**src/hdl/rsmp_pkg.sv**
```systemverilog
// Shared types, widths and codes for the linear-interpolation resampler.
`default_nettype none

package rsmp_pkg;

    localparam int SAMPLE_W      = 16;
    localparam int SAMPLE_FIELDS = 4;
    localparam int PHASE_W       = 37;
    localparam int CHAN_W        = 3;
    localparam int CFG_IDX_W     = 2;
    localparam int CFG_DATA_W    = 37;
    localparam int RESULT_CAP    = 64;
    localparam int COUNT_W       = 7;

    localparam logic [PHASE_W-1:0] ONE_PHASE = 37'h01_0000_0000;
    localparam logic [PHASE_W-1:0] STEP_MIN  = 37'd67108864;
    localparam logic [PHASE_W-1:0] STEP_MAX  = 37'd68719476736;
    localparam logic [PHASE_W-1:0] STEP_RST  = 37'd4294967296;
    localparam logic [CHAN_W-1:0]  CHANS_RST = 3'd2;

    // Configuration register indexes.
    localparam logic [CFG_IDX_W-1:0] REG_PHASE_STEP      = 2'd0;
    localparam logic [CFG_IDX_W-1:0] REG_ACTIVE_CHANNELS = 2'd1;

    typedef logic signed [SAMPLE_W-1:0] sample_t;
    typedef logic [PHASE_W-1:0]         phase_t;

    // Operands handed to the shared interpolation unit.
    typedef struct packed {
        logic    load;
        sample_t a;
        sample_t b;
    } lerp_req_t;

endpackage

`default_nettype wire

```
**src/hdl/phase_accumulator_linear_resampler.sv**
```systemverilog
// Top level of the linear-interpolation sample rate converter.
`default_nettype none

// Each accepted input word carries one frame of up to four channels. A start
// word, or the first word after reset, loads the frame and clears the phase
// without output. Every other word yields the output frames, up to 64, that
// fall between the previous frame and this one (none if the phase is already
// past it), each built channel by channel in a single shared multiplier
// through the MUL and ACC states and then pushed in PUSH, which waits while
// the output side stalls. The block takes no input word while it is producing
// frames; a finished frame waits in the output register while the next one is
// built.
module phase_accumulator_linear_resampler #(
    parameter int MAX_CHANNELS  = 4,
    parameter int FRACTION_BITS = 32
) (
    input  wire logic                               clk,
    input  wire logic                               rst_n,
    input  wire logic                               cfg_write,
    input  wire logic [rsmp_pkg::CFG_IDX_W-1:0]     cfg_index,
    input  wire logic [rsmp_pkg::CFG_DATA_W-1:0]    cfg_data,
    input  wire logic                               in_valid,
    output logic                                    in_stall,
    input  wire logic                               start_req,
    input  wire rsmp_pkg::sample_t                  sample_0,
    input  wire rsmp_pkg::sample_t                  sample_1,
    input  wire rsmp_pkg::sample_t                  sample_2,
    input  wire rsmp_pkg::sample_t                  sample_3,
    output logic                                    out_valid,
    input  wire logic                               out_stall,
    output rsmp_pkg::sample_t                       out_0,
    output rsmp_pkg::sample_t                       out_1,
    output rsmp_pkg::sample_t                       out_2,
    output rsmp_pkg::sample_t                       out_3,
    output logic                                    last
);
    import rsmp_pkg::*;

    localparam int LANES = (MAX_CHANNELS < SAMPLE_FIELDS) ? MAX_CHANNELS : SAMPLE_FIELDS;
    localparam logic [CHAN_W-1:0] LANES_C  = CHAN_W'(LANES);
    localparam logic [1:0]        LANES_M1 = 2'(LANES - 1);

    localparam logic [1:0] ST_IDLE = 2'd0;
    localparam logic [1:0] ST_MUL  = 2'd1;
    localparam logic [1:0] ST_ACC  = 2'd2;
    localparam logic [1:0] ST_PUSH = 2'd3;

    logic [1:0]         state_reg;
    logic [1:0]         ch_reg;
    logic [COUNT_W-1:0] count_reg;
    phase_t             phase_reg;
    logic               have_prev_reg;
    phase_t             step_reg;
    logic [CHAN_W-1:0]  chans_reg;
    logic               out_valid_reg;

    sample_t prev_reg  [SAMPLE_FIELDS];
    sample_t frame_reg [SAMPLE_FIELDS];
    sample_t res_reg   [SAMPLE_FIELDS];
    sample_t out_reg   [SAMPLE_FIELDS];
    logic    last_reg;

    sample_t   in_frame [SAMPLE_FIELDS];
    phase_t    step_eff;
    logic [1:0] chans_m1;
    logic      in_accept;
    logic      out_take;
    logic      out_free;
    phase_t    phase_sum;
    logic      sum_ge_one;
    logic      last_now;
    phase_t    phase_after;
    lerp_req_t lerp_req;
    sample_t   lerp_y;

    assign in_frame[0] = sample_0;
    assign in_frame[1] = sample_1;
    assign in_frame[2] = sample_2;
    assign in_frame[3] = sample_3;

    always_comb
    begin
        priority if (step_reg < STEP_MIN)
            step_eff = STEP_MIN;
        else if (step_reg > STEP_MAX)
            step_eff = STEP_MAX;
        else
            step_eff = step_reg;
    end

    always_comb
    begin
        priority if (chans_reg == '0)
            chans_m1 = 2'd0;
        else if (chans_reg > LANES_C)
            chans_m1 = LANES_M1;
        else
            chans_m1 = 2'(chans_reg - 3'd1);
    end

    assign in_stall  = (state_reg != ST_IDLE);
    assign in_accept = in_valid && !in_stall;
    assign out_take  = out_valid_reg && !out_stall;
    assign out_free  = !out_valid_reg || out_take;

    assign phase_sum   = phase_reg + step_eff;
    assign sum_ge_one  = |phase_sum[PHASE_W-1:32];
    assign last_now    = sum_ge_one || (count_reg == COUNT_W'(RESULT_CAP - 1));
    assign phase_after = sum_ge_one ? (phase_sum - ONE_PHASE) : '0;

    assign lerp_req.load = (state_reg == ST_MUL);
    assign lerp_req.a    = prev_reg[ch_reg];
    assign lerp_req.b    = frame_reg[ch_reg];

    rsmp_lerp #(
        .FRACTION_BITS (FRACTION_BITS)
    ) u_lerp (
        .clk  (clk),
        .req  (lerp_req),
        .frac (phase_reg[31 -: FRACTION_BITS]),
        .y    (lerp_y)
    );

    // Configuration registers.
    always_ff @(posedge clk or negedge rst_n)
    begin
        if (!rst_n)
        begin
            step_reg  <= STEP_RST;
            chans_reg <= CHANS_RST;
        end
        else if (cfg_write)
        begin
            unique case (cfg_index)
                REG_PHASE_STEP:      step_reg  <= cfg_data;
                REG_ACTIVE_CHANNELS: chans_reg <= cfg_data[CHAN_W-1:0];
                default:
                begin
                end
            endcase
        end
    end

    // Sequencer and phase accumulator.
    always_ff @(posedge clk or negedge rst_n)
    begin
        if (!rst_n)
        begin
            state_reg     <= ST_IDLE;
            ch_reg        <= '0;
            count_reg     <= '0;
            phase_reg     <= '0;
            have_prev_reg <= 1'b0;
            out_valid_reg <= 1'b0;
        end
        else
        begin
            if ((state_reg == ST_PUSH) && out_free)
                out_valid_reg <= 1'b1;
            else if (out_take)
                out_valid_reg <= 1'b0;

            unique case (state_reg)
                ST_IDLE:
                begin
                    if (in_accept)
                    begin
                        priority if (start_req || !have_prev_reg)
                        begin
                            phase_reg     <= '0;
                            have_prev_reg <= 1'b1;
                        end
                        else if (|phase_reg[PHASE_W-1:32])
                            // Already past the new frame: no output this word.
                            phase_reg <= phase_reg - ONE_PHASE;
                        else
                        begin
                            state_reg <= ST_MUL;
                            ch_reg    <= '0;
                            count_reg <= '0;
                        end
                    end
                end
                ST_MUL:
                    state_reg <= ST_ACC;
                ST_ACC:
                begin
                    if (ch_reg == chans_m1)
                        state_reg <= ST_PUSH;
                    else
                    begin
                        ch_reg    <= ch_reg + 2'd1;
                        state_reg <= ST_MUL;
                    end
                end
                ST_PUSH:
                begin
                    if (out_free)
                    begin
                        ch_reg <= '0;
                        if (last_now)
                        begin
                            phase_reg <= phase_after;
                            state_reg <= ST_IDLE;
                        end
                        else
                        begin
                            phase_reg <= phase_sum;
                            count_reg <= count_reg + COUNT_W'(1);
                            state_reg <= ST_MUL;
                        end
                    end
                end
                default:
                    state_reg <= ST_IDLE;
            endcase
        end
    end

    // Frame storage and output words.
    always_ff @(posedge clk)
    begin
        if (in_accept)
        begin
            if (start_req || !have_prev_reg || (|phase_reg[PHASE_W-1:32]))
                prev_reg <= in_frame;
            else
                frame_reg <= in_frame;
        end

        if (state_reg == ST_ACC)
            res_reg[ch_reg] <= lerp_y;

        if ((state_reg == ST_PUSH) && out_free)
        begin
            for (int c = 0; c < SAMPLE_FIELDS; c++)
                out_reg[c] <= (2'(c) <= chans_m1) ? res_reg[c] : '0;
            last_reg <= last_now;
            if (last_now)
                prev_reg <= frame_reg;
        end
    end

    assign out_valid = out_valid_reg;
    assign out_0     = out_reg[0];
    assign out_1     = out_reg[1];
    assign out_2     = out_reg[2];
    assign out_3     = out_reg[3];
    assign last      = last_reg;

endmodule

`default_nettype wire

```
**src/hdl/rsmp_lerp.sv**
```systemverilog
// Shared interpolation unit: one registered multiply, then add and truncate toward zero.
`default_nettype none

module rsmp_lerp #(
    parameter int FRACTION_BITS = 32
) (
    input  wire logic                     clk,
    input  wire rsmp_pkg::lerp_req_t      req,
    input  wire logic [FRACTION_BITS-1:0] frac,
    output rsmp_pkg::sample_t             y
);
    import rsmp_pkg::*;

    localparam int PROD_W = SAMPLE_W + FRACTION_BITS + 2;
    localparam int NUM_W  = PROD_W + 1;

    logic signed [SAMPLE_W:0]      diff;
    logic signed [FRACTION_BITS:0] frac_s;
    logic signed [PROD_W-1:0]      prod_reg;
    sample_t                       a_reg;
    logic signed [NUM_W-1:0]       a_ext;
    logic signed [NUM_W-1:0]       num;
    logic        [NUM_W-1:0]       bias;
    logic        [NUM_W-1:0]       rounded;

    assign diff   = $signed({req.b[SAMPLE_W-1], req.b}) - $signed({req.a[SAMPLE_W-1], req.a});
    assign frac_s = $signed({1'b0, frac});

    always_ff @(posedge clk)
    begin
        if (req.load)
        begin
            prod_reg <= diff * frac_s;
            a_reg    <= req.a;
        end
    end

    assign a_ext = {{(NUM_W - SAMPLE_W - FRACTION_BITS){a_reg[SAMPLE_W-1]}}, a_reg,
                    {FRACTION_BITS{1'b0}}};
    assign num   = a_ext + $signed({prod_reg[PROD_W-1], prod_reg});

    // Adding all ones below the binary point to a negative value turns the
    // arithmetic shift into a truncation toward zero.
    assign bias    = {{(NUM_W - FRACTION_BITS){1'b0}}, {FRACTION_BITS{num[NUM_W-1]}}};
    assign rounded = num + bias;
    assign y       = rounded[FRACTION_BITS+SAMPLE_W-1:FRACTION_BITS];

endmodule

`default_nettype wire

```
**config.mk**
```make
export PLATFORM = sky130hd
export DESIGN_NAME = phase_accumulator_linear_resampler
export DESIGN_NICKNAME = d
export VERILOG_FILES = /design/src/hdl/rsmp_pkg.sv /design/src/hdl/phase_accumulator_linear_resampler.sv /design/src/hdl/rsmp_lerp.sv
export SDC_FILE = /design/constraint.sdc
export NUM_CORES = 2
export LEC_CHECK = 0
export BUFFER_PORTS_ARGS = -buffer_cell sky130_fd_sc_hd__buf_2
export CAP_MARGIN = 20
export CORE_MARGIN = 1.5
export CORE_UTILIZATION = 59
export CTS_CLUSTER_SIZE = 40
export DETAILED_ROUTE_END_ITERATION = 6
export GPL_TIMING_DRIVEN = 0
export HOLD_SLACK_MARGIN = 0.05
export PLACE_DENSITY = 0.77
export SLEW_MARGIN = 20
export SYNTH_ARGS = -nofsm -noshare
export SYNTH_HDL_FRONTEND = slang
export SYNTH_SLANG_ARGS = --single-unit
```
**constraint.sdc**
```tcl
create_clock -name clk -period 11.7 [get_ports clk]
set_clock_uncertainty 0.2 [all_clocks]
set_input_delay 2.34 -clock clk [delete_from_list [all_inputs] [get_ports clk]]
set_output_delay 2.34 -clock clk [all_outputs]
set_load 0.03 [all_outputs]
```
==> out/qor.yml <==
grt:
  grt_pass1_wl_mm: 163
  grt_overflow_total: 0
  first_global_vias: 29900
  track_usage_pct: 30.1
  grt_max_degree: 65
  antenna_found_initial: 0
worst_setup_path:
  start_kind: "flip-flop"
  reg2reg_from: "ch_reg[1]"
  arrival_ps: 11560
  rrSetupSlack_ps: 360
  cp_data_required_time_ps: 11920
  critPathKind: "flip-flop to flip-flop"
  cp_top_family: "adder cells"
  worstPathMaxFanout: 10
  path_depth: 32
  cp_slowest_cell: "clkbuf_1"
  reg2reg_depth: 32
  r2r-end: "u_lerp.prod_reg[49]"
  endpoint: "u_lerp.prod_reg[49]"
  critPathMostFrequentCell: "fa_1"
  max_stage_delay_ps: 700
  cp-startpoint: "ch_reg[1]"
  path_buf_inv: 9
  end_kind: "flip-flop"
sta:
  worst_pin_slew_ps: 1130
  setup_tns_ps: 0
  drv_slew: 0
  fin_crit_sh_pct: 96.9
  hold_viol: 0
  setup_viol: 0
  rsz0062_at_grt: "false"
  slew_headroom_pct: 24.5
  fmax_mhz: 88.2
  min_period_ps: 11340
synthesis:
  synth_enable_flop_cells: 259
  yosysWarningCount: 0
  synth_area_per_cell_um2: 10.1
  synthDistinctLibCells: 92
  syn_nets: 4790
  synth_area_um2: 40000
  synthCells: 3961
  ys_seq_area_share_pct: 28.3
  synth_seq_cells: 413
  ys.flop_type: "edfxtp_1"
  synthArstFlopShare_pct: 21.8
routing:
  routed_via_density: 5.83
  drcViolationCount: 0
  postRouteAntennaNets: 0
  wl_per_cell_um: 20.3
  wl_mm: 104
  firstDrtPassIters: 6
  routed-via-count: 29800
  dr.first_iter.drc_count: 2531
placed_design:
  post-dp-hpwl_mm: 83.5
  port-buffer-count: 175
  place_congestion: 0.941
clock_tree:
  cts_tree: "done"
  cts_sinks: 413
  clk_latency_ps: 600
  h-tree-depth: 2
  root_buffer: "clkbuf_16"
  ctsHoldBuffers: 0
  clk_pin_slew_ps: 70
  numCtsBuffers: 45
  clk_path_buf_depth: 3
floorplan:
  die_area_um2: 69400
  core_area_um2: 67200
  die_x_um: 263
  start_util_pct: 59.6
  boundaryPins: 176
  rows: 95
  fp.dieH_um: 263
run_status:
  outcome: "finished, final reports clean"
min_path:
  min_path_type: "flip-flop to flip-flop"
flow_run:
  cap_viol_max_count: 0
layout:
  nets: 5022
  layout-drive-gt1-share_pct: 12.3
  syn_to_final_growth_pct: 9.47
[per-stage QoR]
stage	setup slack, ps	util (%)	hold WS, ps	area, µm²	std cells
floorplan	1800	-	200	40000	3961
global placement	-590	62.5	204	42000	5009
detailed placement	-731	62.7	205	42100	5015
CTS	19.0	65.1	217	43700	5098
global route	1.42	65.2	224	43800	5102
finish	363	65.2	214	43800	5104
[layout by cell type, fill, tap and decap left out, types with 15 or more instances in the layout]
master and count:
a211oi_1 26, a21o_1 40, a21oi_1 105, a22o_1 31
a311oi_1 28, and2_1 122, and3_1 40, and3b_1 23
buf_2 180, clkbuf_1 188, clkbuf_16 45, dfrtp_1 88
dfxtp_1 64, edfxtp_1 259, fa_1 452, ha_1 268
inv_1 625, mux2_2 154, mux4_2 32, nand2_1 409
nand2b_1 18, nand3_1 110, nand3b_1 16, nand4_1 16
nor2_1 154, nor2b_1 116, nor3_1 40, nor3b_1 33
o211ai_1 39, o21a_1 17, o21ai_0 73, o21bai_1 15
o311ai_0 28, or3_1 19, xnor2_1 72, xor2_1 25
[repair_timing]
action / 4_1_cts / 5_1_grt
endpoints found under the setup margin: 19 / 17
gates resized for setup: 16 / 30
hold endpoints to repair: 0 / 0
setup buffers: 0 / 4
pin swaps: 0 / 2
[per-layer routing]
layer	track usage (%)	part of all wire, %	vias up
li1	-	-	13700
met1	39.6	41	14600
met2	49.2	47	1241
met3	5.86	8.4	210
met4	11.7	4.0	0
met5	0	0	-
[how the worst min path moves through the flow]
stage	from	to	slack [ps]	cells past startpoint
finish	res_reg[0][0]	out_reg[0][0]	210	0
CTS	res_reg[0][0]	out_reg[0][0]	220	0
global placement	res_reg[0][8]	out_reg[0][8]	200	0
floorplan	res_reg[0][0]	out_reg[0][0]	200	0
global route	res_reg[0][15]	out_reg[0][15]	220	0
detailed placement	res_reg[0][0]	out_reg[0][0]	200	0
[synthesized netlist by cell type, types with 33 or more instances]
library cell | count | area (µm²)
clkbuf_1 | 191 | 717
xnor2_1 | 76 | 666
and2_1 | 122 | 763
inv_1 | 626 | 2350
nor3b_1 | 33 | 248
o21ai_0 | 73 | 365
fa_1 | 452 | 9050
a21o_1 | 40 | 300
edfxtp_1 | 259 | 7780
ha_1 | 268 | 3350
and3_1 | 41 | 257
mux2_2 | 154 | 1730
nor3_1 | 41 | 205
nand3_1 | 110 | 551
a21oi_1 | 106 | 531
nand2_1 | 410 | 1540
nor2b_1 | 117 | 732
nor2_1 | 157 | 589
o211ai_1 | 39 | 293
dfrtp_1 | 88 | 2200
dfxtp_1 | 64 | 1280
[layout make-up]
class | instances | area (µm²)
diodes | 2 | 5.00
plain buffers | 219 | 930
clock buffers | 53 | 1170
clock inverters | 30 | 359
fillers | 5243 | 23400
inverters | 626 | 2350
multi-input cells | 2703 | 25500
flip-flops and latches | 413 | 11300
well taps | 873 | 1090
repair buffers | 185 | 1040
[cell families after synthesis]
family                   synth area share [%]
AO/OA/AOI/OAI                            8.97
multiplexers                             6.60
flip-flops                               28.3
buffers and inverters                    8.13
adder cells (fa/ha/maj)                  31.0
XOR/XNOR                                 2.23
AND/OR/NAND/NOR                          14.8
Power is not shown: default switching activity piles up to over one toggle a cycle in this logic, so the estimate is an artifact.
